<file path="src/adsr_pkg.sv">
package adsr_pkg;

	localparam int unsigned TICKS_PER_SECOND = 44100;

	localparam int KEY_W      = 2;
	localparam int STAGE_W    = 3;
	localparam int LEN_W      = 24;
	localparam int STEP_W     = 25;
	localparam int SUS_W      = 16;
	localparam int LEVEL_W    = 16;
	localparam int EL_W       = 25;
	localparam int PH_W       = 25;
	localparam int CFG_IDX_W  = 3;
	localparam int CFG_DATA_W = 25;
	localparam int PROD_W     = PH_W + SUS_W;

	localparam logic [PH_W-1:0]    ONE_Q24     = PH_W'(1 << 24);
	localparam logic [SUS_W-1:0]   ONE_Q15     = SUS_W'(32768);
	localparam logic [EL_W-1:0]    ELAPSED_MAX = '1;
	localparam logic [PROD_W-1:0]  ROUND_Q24   = PROD_W'(1 << 23);

	localparam logic [KEY_W-1:0] KEY_NONE    = 2'd0;
	localparam logic [KEY_W-1:0] KEY_PRESS   = 2'd1;
	localparam logic [KEY_W-1:0] KEY_RELEASE = 2'd2;

	localparam logic [STAGE_W-1:0] ST_IDLE    = 3'd0;
	localparam logic [STAGE_W-1:0] ST_ATTACK  = 3'd1;
	localparam logic [STAGE_W-1:0] ST_DECAY   = 3'd2;
	localparam logic [STAGE_W-1:0] ST_SUSTAIN = 3'd3;
	localparam logic [STAGE_W-1:0] ST_RELEASE = 3'd4;

	localparam logic [CFG_IDX_W-1:0] REG_ATTACK_LEN    = 3'd0;
	localparam logic [CFG_IDX_W-1:0] REG_ATTACK_STEP   = 3'd1;
	localparam logic [CFG_IDX_W-1:0] REG_DECAY_LEN     = 3'd2;
	localparam logic [CFG_IDX_W-1:0] REG_DECAY_STEP    = 3'd3;
	localparam logic [CFG_IDX_W-1:0] REG_SUSTAIN_LEVEL = 3'd4;
	localparam logic [CFG_IDX_W-1:0] REG_RELEASE_LEN   = 3'd5;
	localparam logic [CFG_IDX_W-1:0] REG_RELEASE_STEP  = 3'd6;

	localparam int unsigned ATTACK_LEN_RST  = TICKS_PER_SECOND / 20;
	localparam int unsigned DECAY_LEN_RST   = TICKS_PER_SECOND / 5;
	localparam int unsigned RELEASE_LEN_RST = TICKS_PER_SECOND * 4;
	localparam int unsigned ATTACK_STEP_RST =
		((1 << 24) + ATTACK_LEN_RST / 2) / ATTACK_LEN_RST;
	localparam int unsigned DECAY_STEP_RST =
		((1 << 24) + DECAY_LEN_RST / 2) / DECAY_LEN_RST;
	localparam int unsigned RELEASE_STEP_RST =
		((1 << 24) + RELEASE_LEN_RST / 2) / RELEASE_LEN_RST;
	localparam int unsigned SUSTAIN_RST = 22938;

endpackage

</file>
<file path="src/adsr_envelope_generator.sv">
// A key beat passes through the input, state and level registers in that order
// before its result shows.
// Throughput: one beat per cycle unless res_stall holds the output.
// The level multiply sits in its own stage after the phase update.
// Reset (arst_n low): stage idle, elapsed and phase zero, config registers to defaults,
// all pipeline valids cleared.
module adsr_envelope_generator (
	input  logic                              clk,
	input  logic                              arst_n,
	input  logic                              key_valid,
	output logic                              key_stall,
	input  logic [adsr_pkg::KEY_W-1:0]        key_action,
	output logic                              res_valid,
	input  logic                              res_stall,
	output logic [adsr_pkg::LEVEL_W-1:0]      level,
	output logic [adsr_pkg::STAGE_W-1:0]      stage,
	input  logic                              cfg_valid,
	output logic                              cfg_ready,
	input  logic [adsr_pkg::CFG_IDX_W-1:0]    cfg_index,
	input  logic [adsr_pkg::CFG_DATA_W-1:0]   cfg_data
);

	logic [adsr_pkg::LEN_W-1:0]  attack_len_q, decay_len_q, release_len_q;
	logic [adsr_pkg::STEP_W-1:0] attack_step_q, decay_step_q, release_step_q;
	logic [adsr_pkg::SUS_W-1:0]  sustain_q;

	logic [adsr_pkg::STAGE_W-1:0] env_stage_q;
	logic [adsr_pkg::EL_W-1:0]    elapsed_q;
	logic [adsr_pkg::PH_W-1:0]    phase_q;

	logic                         valid_s1;
	logic [adsr_pkg::KEY_W-1:0]   key_s1;

	logic                         valid_s2;
	logic [adsr_pkg::STAGE_W-1:0] lvl_stage_s2;
	logic [adsr_pkg::STAGE_W-1:0] stage_s2;
	logic [adsr_pkg::PH_W-1:0]    phase_s2;
	logic [adsr_pkg::SUS_W-1:0]   sus_s2;

	logic                         res_valid_q;
	logic [adsr_pkg::LEVEL_W-1:0] level_q;
	logic [adsr_pkg::STAGE_W-1:0] stage_out_q;

	logic out_ready, s2_ready, s1_ready;
	logic move_s1, move_s2;

	assign out_ready = !res_valid_q || !res_stall;
	assign s2_ready  = !valid_s2 || out_ready;
	assign s1_ready  = !valid_s1 || s2_ready;
	assign move_s1   = valid_s1 && s2_ready;
	assign move_s2   = valid_s2 && out_ready;
	assign key_stall = !s1_ready;
	assign cfg_ready = 1'b1;

	always_ff @(posedge clk or negedge arst_n) begin
		if (!arst_n) begin
			attack_len_q   <= adsr_pkg::LEN_W'(adsr_pkg::ATTACK_LEN_RST);
			attack_step_q  <= adsr_pkg::STEP_W'(adsr_pkg::ATTACK_STEP_RST);
			decay_len_q    <= adsr_pkg::LEN_W'(adsr_pkg::DECAY_LEN_RST);
			decay_step_q   <= adsr_pkg::STEP_W'(adsr_pkg::DECAY_STEP_RST);
			sustain_q      <= adsr_pkg::SUS_W'(adsr_pkg::SUSTAIN_RST);
			release_len_q  <= adsr_pkg::LEN_W'(adsr_pkg::RELEASE_LEN_RST);
			release_step_q <= adsr_pkg::STEP_W'(adsr_pkg::RELEASE_STEP_RST);
		end else if (cfg_valid && cfg_ready) begin
			case (cfg_index)
				adsr_pkg::REG_ATTACK_LEN:    attack_len_q   <= cfg_data[adsr_pkg::LEN_W-1:0];
				adsr_pkg::REG_ATTACK_STEP:   attack_step_q  <= cfg_data;
				adsr_pkg::REG_DECAY_LEN:     decay_len_q    <= cfg_data[adsr_pkg::LEN_W-1:0];
				adsr_pkg::REG_DECAY_STEP:    decay_step_q   <= cfg_data;
				adsr_pkg::REG_SUSTAIN_LEVEL: sustain_q      <= cfg_data[adsr_pkg::SUS_W-1:0];
				adsr_pkg::REG_RELEASE_LEN:   release_len_q  <= cfg_data[adsr_pkg::LEN_W-1:0];
				adsr_pkg::REG_RELEASE_STEP:  release_step_q <= cfg_data;
				default: ;
			endcase
		end
	end

	// stage 1: input register
	always_ff @(posedge clk or negedge arst_n) begin
		if (!arst_n) begin
			valid_s1 <= 1'b0;
		end else if (s1_ready) begin
			valid_s1 <= key_valid;
		end
	end

	always_ff @(posedge clk) begin
		if (s1_ready && key_valid) begin
			key_s1 <= key_action;
		end
	end

	// state update
	logic [adsr_pkg::STAGE_W-1:0] st, lvl_st, nxt_st;
	logic [adsr_pkg::EL_W-1:0]    el, el_inc;
	logic [adsr_pkg::PH_W-1:0]    ph, ph_new;
	logic [adsr_pkg::STEP_W-1:0]  step;
	logic [adsr_pkg::LEN_W-1:0]   len;
	logic [adsr_pkg::PH_W:0]      psum;
	logic                         timed, done;
	logic [adsr_pkg::SUS_W-1:0]   sus;

	always_comb begin
		st = env_stage_q;
		el = elapsed_q;
		ph = phase_q;
		if (key_s1 == adsr_pkg::KEY_PRESS) begin
			st = adsr_pkg::ST_ATTACK;
			el = '0;
			ph = '0;
		end else if (key_s1 == adsr_pkg::KEY_RELEASE) begin
			st = adsr_pkg::ST_RELEASE;
			el = '0;
			ph = '0;
		end
		el_inc = (el == adsr_pkg::ELAPSED_MAX) ? el : el + adsr_pkg::EL_W'(1);

		timed  = 1'b0;
		step   = '0;
		len    = '0;
		lvl_st = st;
		case (st)
			adsr_pkg::ST_ATTACK: begin
				timed = 1'b1;
				step  = attack_step_q;
				len   = attack_len_q;
			end
			adsr_pkg::ST_DECAY: begin
				timed = 1'b1;
				step  = decay_step_q;
				len   = decay_len_q;
			end
			adsr_pkg::ST_RELEASE: begin
				timed = 1'b1;
				step  = release_step_q;
				len   = release_len_q;
			end
			adsr_pkg::ST_SUSTAIN: ;
			default: lvl_st = adsr_pkg::ST_IDLE;
		endcase

		psum = {1'b0, ph} + {1'b0, step};
		if (!timed) begin
			ph_new = ph;
		end else if (psum > {1'b0, adsr_pkg::ONE_Q24}) begin
			ph_new = adsr_pkg::ONE_Q24;
		end else begin
			ph_new = psum[adsr_pkg::PH_W-1:0];
		end

		done = timed && (el_inc > {1'b0, len});
		case (lvl_st)
			adsr_pkg::ST_ATTACK: nxt_st = adsr_pkg::ST_DECAY;
			adsr_pkg::ST_DECAY:  nxt_st = adsr_pkg::ST_SUSTAIN;
			default:             nxt_st = adsr_pkg::ST_IDLE;
		endcase
		if (!done) begin
			nxt_st = lvl_st;
		end

		sus = (sustain_q > adsr_pkg::ONE_Q15) ? adsr_pkg::ONE_Q15 : sustain_q;
	end

	always_ff @(posedge clk or negedge arst_n) begin
		if (!arst_n) begin
			env_stage_q <= adsr_pkg::ST_IDLE;
			elapsed_q   <= '0;
			phase_q     <= '0;
			valid_s2    <= 1'b0;
		end else begin
			if (s2_ready) begin
				valid_s2 <= valid_s1;
			end
			if (move_s1) begin
				env_stage_q <= nxt_st;
				elapsed_q   <= done ? '0 : el_inc;
				phase_q     <= done ? '0 : ph_new;
			end
		end
	end

	always_ff @(posedge clk) begin
		if (move_s1) begin
			lvl_stage_s2 <= lvl_st;
			stage_s2     <= nxt_st;
			phase_s2     <= ph_new;
			sus_s2       <= sus;
		end
	end

	// stage 2: level
	logic                         is_decay;
	logic [adsr_pkg::PH_W-1:0]    mul_a;
	logic [adsr_pkg::SUS_W-1:0]   mul_b;
	logic [adsr_pkg::PROD_W-1:0]  prod, prod_rnd;
	logic [adsr_pkg::LEVEL_W-1:0] scaled;
	logic [adsr_pkg::PH_W:0]      att_sum;
	logic [adsr_pkg::LEVEL_W-1:0] lvl;

	always_comb begin
		is_decay = (lvl_stage_s2 == adsr_pkg::ST_DECAY);
		mul_a    = is_decay ? phase_s2 : adsr_pkg::ONE_Q24 - phase_s2;
		mul_b    = is_decay ? adsr_pkg::ONE_Q15 - sus_s2 : sus_s2;
		prod     = adsr_pkg::PROD_W'(mul_a) * adsr_pkg::PROD_W'(mul_b);
		prod_rnd = prod + adsr_pkg::ROUND_Q24;
		scaled   = prod_rnd[24 +: adsr_pkg::LEVEL_W];
		att_sum  = {1'b0, phase_s2} + (adsr_pkg::PH_W + 1)'(256);
		case (lvl_stage_s2)
			adsr_pkg::ST_ATTACK:  lvl = att_sum[9 +: adsr_pkg::LEVEL_W];
			adsr_pkg::ST_DECAY:   lvl = adsr_pkg::ONE_Q15 - scaled;
			adsr_pkg::ST_SUSTAIN: lvl = sus_s2;
			adsr_pkg::ST_RELEASE: lvl = scaled;
			default:              lvl = '0;
		endcase
	end

	always_ff @(posedge clk or negedge arst_n) begin
		if (!arst_n) begin
			res_valid_q <= 1'b0;
		end else if (out_ready) begin
			res_valid_q <= valid_s2;
		end
	end

	always_ff @(posedge clk) begin
		if (move_s2) begin
			level_q     <= lvl;
			stage_out_q <= stage_s2;
		end
	end

	assign res_valid = res_valid_q;
	assign level     = level_q;
	assign stage     = stage_out_q;

endmodule

</file>
<file path="config.mk">
export PLATFORM = sky130hd
export DESIGN_NAME = adsr_envelope_generator
export DESIGN_NICKNAME = d
export VERILOG_FILES = /design/src/adsr_pkg.sv /design/src/adsr_envelope_generator.sv
export SDC_FILE = /design/constraint.sdc
export NUM_CORES = 2
export LEC_CHECK = 0
export BUFFER_PORTS_ARGS = -buffer_cell sky130_fd_sc_hd__buf_2
export CAP_MARGIN = 15
export CELL_PAD_IN_SITES_DETAIL_PLACEMENT = 0
export CELL_PAD_IN_SITES_GLOBAL_PLACEMENT = 2
export CORE_UTILIZATION = 43
export CTS_CLUSTER_SIZE = 8
export DETAILED_ROUTE_END_ITERATION = 10
export PLACE_DENSITY_LB_ADDON = 0.05
export SLEW_MARGIN = 20
export SYNTH_ARGS = -nofsm -noshare
export SYNTH_HDL_FRONTEND = slang
export SYNTH_SLANG_ARGS = --single-unit
</file>
<file path="constraint.sdc">
create_clock -name clk -period 12 [get_ports clk]
set_input_delay 1.2 -clock clk [delete_from_list [all_inputs] [get_ports clk]]
set_output_delay 1.2 -clock clk [all_outputs]
set_load 0.02 [all_outputs]
</file>
After elaboration in Yosys (flattened, before gate mapping)
Index checks and enable logic that the tools add are counted.
{ "classes": {"add_sub_neg": 7, "mul": 1, "n_div": 0, "n_lt_le_gt_ge": 3, "n_eq_ne": 19, "n_shift": 0, "n_mux": 20, "bitwise_logic": 0, "n_reduce_logical": 22} }
{ "op_table": {"columns": ["cell", "n"], "rows": [
  ["25-bit two-way mux", 10],
  ["25-bit case mux with 3 select lines", 1],
  ["24-bit case mux with 3 select lines", 1],
  ["16-bit case mux with 4 select lines", 1],
  ["40-bit by 24-bit adder with 40-bit output (second input constant)", 1],
  ["25-bit by 16-bit multiplier with 40-bit output", 1],
  ["16-bit subtractor (first input constant)", 2],
  ["25-bit by 25-bit adder with 26-bit output", 1],
  ["26-bit by 25-bit greater-than comparator with 1-bit output (second input constant)", 1],
  ["25-bit by 1-bit adder with 25-bit output (second input constant)", 1],
  ["25-bit by 9-bit adder with 25-bit output (second input constant)", 1],
  ["25-bit equality test (second input constant)", 1],
  ["25-bit by 24-bit greater-than comparator with 1-bit output", 1],
  ["25-bit subtractor (first input constant)", 1],
  ["3-bit by 2-bit equality test with 1-bit output (second input constant)", 7],
  ["16-bit greater-than comparator (second input constant)", 1],
  ["16-bit two-way mux", 1],
  ["3-bit equality test (second input constant)", 5],
  ["2-bit AND reduction", 7],
  ["3-bit by 1-bit equality test with 1-bit output (second input constant)", 4],
  ["3-bit two-way mux", 4],
  ["1-bit zero test", 5],
  ["1-bit logical AND", 4],
  ["2-bit case mux with 2 select lines", 1],
  ["other kinds (7)", 9]
]} }
{ "totals": {"reg_bits": 287, "latch_bits": 0, "ram_bits": 0, "mem_bits_ro": 0, "input_bits": 35, "output_inout_bits": 22, "word_cells": 92, "n_memories": 0} }

Longest topological paths before layout
{ "logic_depth": {"word_depth": 10, "mapped_depth": 36, "mapped_depth_nobuf": 35} }

Worst setup path after synthesis
OpenSTA, ideal clock, no wires.
{ "synth_timing": {"path_type": "register to register", "start": "register phase_s2[0] (netlist bit)", "end": "register level_q, in the netlist level[15], data pin", "setup_time_ns": 0.266, "arrival_ns": 8.733, "t_required_ns": 11.734, "slack_ns": 3.001, "stages_incl_launch_ff": 36, "n_path_buf": 1, "period_less_slack_ns": 8.999, "cell_sequence": "edfxtp_1 inv_1 clkbuf_1 ha_1 nand2b_1 nor4_1 nand2_1 nor3_1 inv_1 nor2_1 nor2_1 xor2_1 nand2_1 fa_1 inv_1 fa_1 inv_1 fa_1 inv_1 fa_1 fa_1 inv_1 fa_1 inv_1 ha_1 nand4_1 nor4_1 nor3_1 a31oi_1 o21ai_0 xnor2_1 or4_1 or4_4 nor4b_4 xnor2_1 o21ai_1"} }
{ "synth_between": {"elab_chain_cells": 6, "elab_cells_between_ends": 7, "classes_between": "add/sub (4); mul (1); mux (2)"} }
{ "synth_rtl": {"columns": ["item", "line", "source"], "rows": [
  ["from (decl)", "adsr_envelope_generator.sv:37", "logic [adsr_pkg::PH_W-1:0] phase_s2;"],
  ["from (signal assigned)", "adsr_envelope_generator.sv:186", "phase_s2 <= ph_new;"],
  ["25-bit subtractor", "adsr_envelope_generator.sv:202", "mul_a = is_decay ? phase_s2 : adsr_pkg::ONE_Q24 - phase_s2;"],
  ["25-bit two-way mux", "adsr_envelope_generator.sv:202", null],
  ["25-bit by 16-bit multiplier with 40-bit output", "adsr_envelope_generator.sv:204", "prod = adsr_pkg::PROD_W'(mul_a) * adsr_pkg::PROD_W'(mul_b);"],
  ["40-bit by 24-bit adder with 40-bit output", "adsr_envelope_generator.sv:205", "prod_rnd = prod + adsr_pkg::ROUND_Q24;"],
  ["16-bit subtractor", "adsr_envelope_generator.sv:210", "adsr_pkg::ST_DECAY: lvl = adsr_pkg::ONE_Q15 - scaled;"],
  ["16-bit case mux with 4 select lines *", "adsr_envelope_generator.sv:208", "case (lvl_stage_s2)"],
  ["named net lvl (one bit)", "adsr_envelope_generator.sv:198", "logic [adsr_pkg::LEVEL_W-1:0] lvl;"],
  ["to (signal assigned)", "adsr_envelope_generator.sv:227", "level_q <= lvl;"],
  ["to (decl)", "adsr_envelope_generator.sv:41", "logic [adsr_pkg::LEVEL_W-1:0] level_q;"]
]} }
Mark *: on every way through the listed nets, which the timed path passes. The rest lies on a longest branch.
A chain may end at the register's enable or synchronous reset.

Worst setup path after layout
{ "layout_timing": {"start": "register phase_s2[0] (netlist bit)", "end": "register level_q, in the netlist level[14], data pin"} }
The elaborated chain is that of the path after synthesis.

==> impl_metrics.prom <==
# TYPE chip_impl_metric gauge
chip_impl_metric{name="max-slew-margin-rel",unit="%"} 17.5
chip_impl_info{name="worstHoldStart",value="stage_s2[1]$_DFFE_PP_"} 1
chip_impl_metric{name="drt-vias-per-instance",unit=""} 5.56
chip_impl_metric{name="first_pass_iters",unit=""} 6
chip_impl_metric{name="placement.io_buffers",unit=""} 55
chip_impl_info{name="post_synth_main_area_contributors",value="sky130_fd_sc_hd__fa_1 (23%), sky130_fd_sc_hd__dfrtp_1 (15%), sky130_fd_sc_hd__ha_1 (8.1%), sky130_fd_sc_hd__edfxtp_1 (7.2%), sky130_fd_sc_hd__mux2_2 (6.7%)"} 1
chip_impl_metric{name="post_synth.cell_area_avg",unit="µm²"} 9.72
chip_impl_metric{name="synthCells",unit=""} 2910
chip_impl_info{name="worstReg2RegEnd",value="level[14]$_DFFE_PP_"} 1
chip_impl_metric{name="insertion_delay",unit="ns"} 0.54
chip_impl_metric{name="final_layout_size_suffix_gt1_share",unit="%"} 14.3
chip_impl_metric{name="globalRoute.totalOverflow",unit=""} 0
chip_impl_metric{name="initial_antenna_violation_count",unit=""} 3
chip_impl_metric{name="synth_edf_count",unit=""} 68
chip_impl_metric{name="diodes",unit=""} 0
chip_impl_metric{name="die_outline_width",unit="µm"} 258
chip_impl_metric{name="vias_post_dr",unit=""} 21400
chip_impl_metric{name="final_antenna_net_count",unit=""} 0
chip_impl_metric{name="detail_route.drc_violations",unit=""} 0
chip_impl_metric{name="timing.final.setup_violations",unit=""} 0
chip_impl_metric{name="grt_start_max_net_pins",unit=""} 82
chip_impl_metric{name="grt_pass1_wl",unit="µm"} 136000
chip_impl_metric{name="initial_core_util",unit="%"} 43.7
chip_impl_metric{name="netlist-cell-type-count",unit=""} 75
chip_impl_info{name="cts_tree",value="built"} 1
chip_impl_info{name="clock_tree.root_cell",value="sky130_fd_sc_hd__clkbuf_16"} 1
chip_impl_metric{name="netlist.area_leader.share",unit="%"} 22.6
chip_impl_metric{name="finalCritPeriodShare",unit="%"} 91.3
chip_impl_metric{name="yosysSeqAreaShare",unit="%"} 26.8
chip_impl_info{name="yosysMostFrequentCell",value="sky130_fd_sc_hd__inv_1"} 1
chip_impl_info{name="min_delay_worst_endpoint",value="stage[1]$_DFFE_PP_"} 1
chip_impl_metric{name="detail_route.wirelength",unit="µm"} 87500
chip_impl_metric{name="dr.first_iter.drc_count",unit=""} 1393
chip_impl_metric{name="hold-path-cell-count",unit=""} 0
chip_impl_metric{name="ios",unit=""} 57
chip_impl_metric{name="syn_to_final_growth",unit="%"} 9.83
chip_impl_metric{name="cts_htree_levels",unit=""} 2
chip_impl_metric{name="place.gp.congestion",unit=""} 0.909
chip_impl_metric{name="core_region_area",unit="mm²"} 0.0647
chip_impl_info{name="most_used_standard_cells_in_the_synthesized_netlist",value="sky130_fd_sc_hd__inv_1 (435), sky130_fd_sc_hd__nand2_1 (361), sky130_fd_sc_hd__fa_1 (319), sky130_fd_sc_hd__nor2_1 (219), sky130_fd_sc_hd__ha_1 (182)"} 1
chip_impl_metric{name="setup.reg_to_reg.worst_slack",unit="ns"} 1.05
chip_impl_info{name="critical_path.reg2reg.startpoint",value="phase_s2[0]$_DFFE_PP_"} 1
chip_impl_info{name="yosysTopAreaCell",value="sky130_fd_sc_hd__fa_1"} 1
chip_impl_metric{name="fmax",unit="GHz"} 0.0913
chip_impl_metric{name="tritoncts_num_sinks",unit=""} 287
chip_impl_metric{name="drv.max_cap_violation_count",unit=""} 0
chip_impl_metric{name="ys_warn_count",unit=""} 0
chip_impl_metric{name="clock_tree.buffer_depth",unit=""} 3
chip_impl_metric{name="finish.net_count",unit=""} 3497
chip_impl_metric{name="groute.usage.overall",unit="%"} 26.6
chip_impl_info{name="yosys_most_used_dff",value="sky130_fd_sc_hd__dfrtp_1"} 1
chip_impl_metric{name="post_cts_resized",unit=""} 0
chip_impl_metric{name="synth_seq_cells",unit=""} 287
chip_impl_metric{name="clk_pin_slew_worst_paths",unit="ns"} 0.05
chip_impl_metric{name="die_height",unit="µm"} 258
chip_impl_metric{name="fillerInstances",unit=""} 6200
chip_impl_metric{name="rows",unit=""} 93
chip_impl_metric{name="critPathRequiredTime",unit="ns"} 12.25
chip_impl_metric{name="routedWlPerCell",unit="µm"} 22.8
chip_impl_metric{name="number_of_setup_buffers_added_after_cts",unit=""} 0
chip_impl_metric{name="grt_pass1_vias",unit=""} 22600
chip_impl_info{name="critical_path_class",value="reg2reg"} 1
chip_impl_metric{name="worstRegToRegCells",unit=""} 34
chip_impl_info{name="cpMaxStageDelayCell",value="sky130_fd_sc_hd__xor2_1"} 1
chip_impl_metric{name="netlist_area",unit="mm²"} 0.0283
chip_impl_metric{name="worstMarginPinSlew",unit="ns"} 1.23
chip_impl_metric{name="timing.final.max_slew_violations",unit=""} 0
chip_impl_info{name="grt_setup_unrepaired",value="false"} 1
chip_impl_metric{name="worst-path-max-fanout",unit=""} 11
chip_impl_metric{name="cts-hold-fix-buffers",unit=""} 0
chip_impl_metric{name="numCtsBuffers",unit=""} 41
chip_impl_metric{name="layout.area.seq",unit="mm²"} 0.00758
chip_impl_info{name="outcome",value="complete, no violations"} 1
chip_impl_metric{name="synthesis.nets",unit=""} 3446
chip_impl_metric{name="multi_input_comb_area",unit="mm²"} 0.0188
chip_impl_metric{name="synth-async-reset-ratio",unit="%"} 76.3
chip_impl_info{name="critPathCaptureType",value="flip-flop"} 1
chip_impl_metric{name="hpwlAfterDp",unit="µm"} 69000
chip_impl_metric{name="critical_path.max_stage_delay",unit="ns"} 0.82
chip_impl_metric{name="setup_total_negative_slack",unit="ns"} 0
chip_impl_metric{name="final.setup_skew",unit="ns"} 0.0229
chip_impl_info{name="worstHoldPathType",value="reg2reg"} 1
chip_impl_metric{name="period_needed",unit="ns"} 10.95
chip_impl_info{name="critical-path-top-cell-by-count",value="sky130_fd_sc_hd__inv_1"} 1
chip_impl_info{name="setup.worst_path.start_class",value="flip-flop"} 1
chip_impl_metric{name="worstPathArrival",unit="ns"} 11.20
chip_impl_metric{name="timing_hold_violations_final",unit=""} 0
chip_impl_metric{name="dieArea",unit="mm²"} 0.0668
cell usage in the layout, fill, tap and decap left out, drive strengths merged, types with 42 or more instances in the layout:
cell	n
inv	438
nand2	361
fa	319
nor2	220
ha	182
dfrtp	170
mux2	167
buf	128
xnor2	85
a21oi	80
xor2	73
o21ai	72
edfxtp	68
clkbuf	67
and2	65
a222oi	49
dfstp	49
a22o	47
nand3	42
metal layers:
metal,GRT usage [%],up-vias,share of wire [%]
met5,0,-,0
met3,2.57,127,4.2
li1,-,9691,-
met1,35.2,11000,43
met2,46.6,579,50
met4,7.00,0,2.5
registers in the layout (all words and copies together), names as in the netlist, 24 cells and up:
| name | count |
|---|---|
| decay_step_q | 25 |
| decay_len_q | 24 |
| phase_s2 | 25 |
| attack_step_q | 25 |
| phase_q | 25 |
| elapsed_q | 25 |
| release_step_q | 25 |
| release_len_q | 24 |
| attack_len_q | 24 |
layout make-up:
type | count | area share, %
multi-input combinational | 2067 | 60.4
tap | 855 | 3.45
sequential | 287 | 24.4
timing repair buffer | 128 | 2.68
inverter | 436 | 5.27
clock inverter | 3 | 0.121
clock buffer | 67 | 3.62
stage by stage:
step,hold WS (ns),setup slack [ns],instances,utilization [%],cell area (µm²)
floorplan,0.400,3.00,2910,-,28300
global placement,0.408,1.47,3773,46.2,29900
detailed placement,0.418,1.21,3773,46.2,29900
CTS,0.425,1.18,3843,48.0,31000
global route,0.430,0.316,3843,48.0,31000
finish,0.420,1.05,3843,48.0,31000
worst max path at each step:
stage	to	from	slack (ns)	cells past startpoint
after floorplan	level[15]$_DFFE_PP_	phase_s2[0]$_DFFE_PP_	3.00	35
after global placement	level[14]$_DFFE_PP_	phase_s2[0]$_DFFE_PP_	1.47	35
after detailed placement	level[14]$_DFFE_PP_	phase_s2[0]$_DFFE_PP_	1.21	34
after CTS	level[14]$_DFFE_PP_	phase_s2[0]$_DFFE_PP_	1.18	34
after global routing	level[14]$_DFFE_PP_	phase_s2[0]$_DFFE_PP_	0.32	34
final	level[14]$_DFFE_PP_	phase_s2[0]$_DFFE_PP_	1.05	34
logic make-up after synthesis:
kind of cell	share of synthesized area (%)
simple gates	13.9
buf+inv	7.40
xor+xnor	4.89
fa+ha+maj	30.8
compound gates	9.52
other cells	0.0133
flops	26.8
mux	6.73
worst max-delay path: cells and delay by family (launching register included):
kind / cells / cell delay [ns]
fa+ha+maj: 9 / 3.98
compound gates: 3 / 0.87
flops: 1 / 0.48
buf+inv: 9 / 1.07
xor+xnor: 3 / 1.65
simple gates: 10 / 2.64
Power is not shown: default switching activity piles up to over one toggle a cycle in this logic, so the estimate is an artifact.
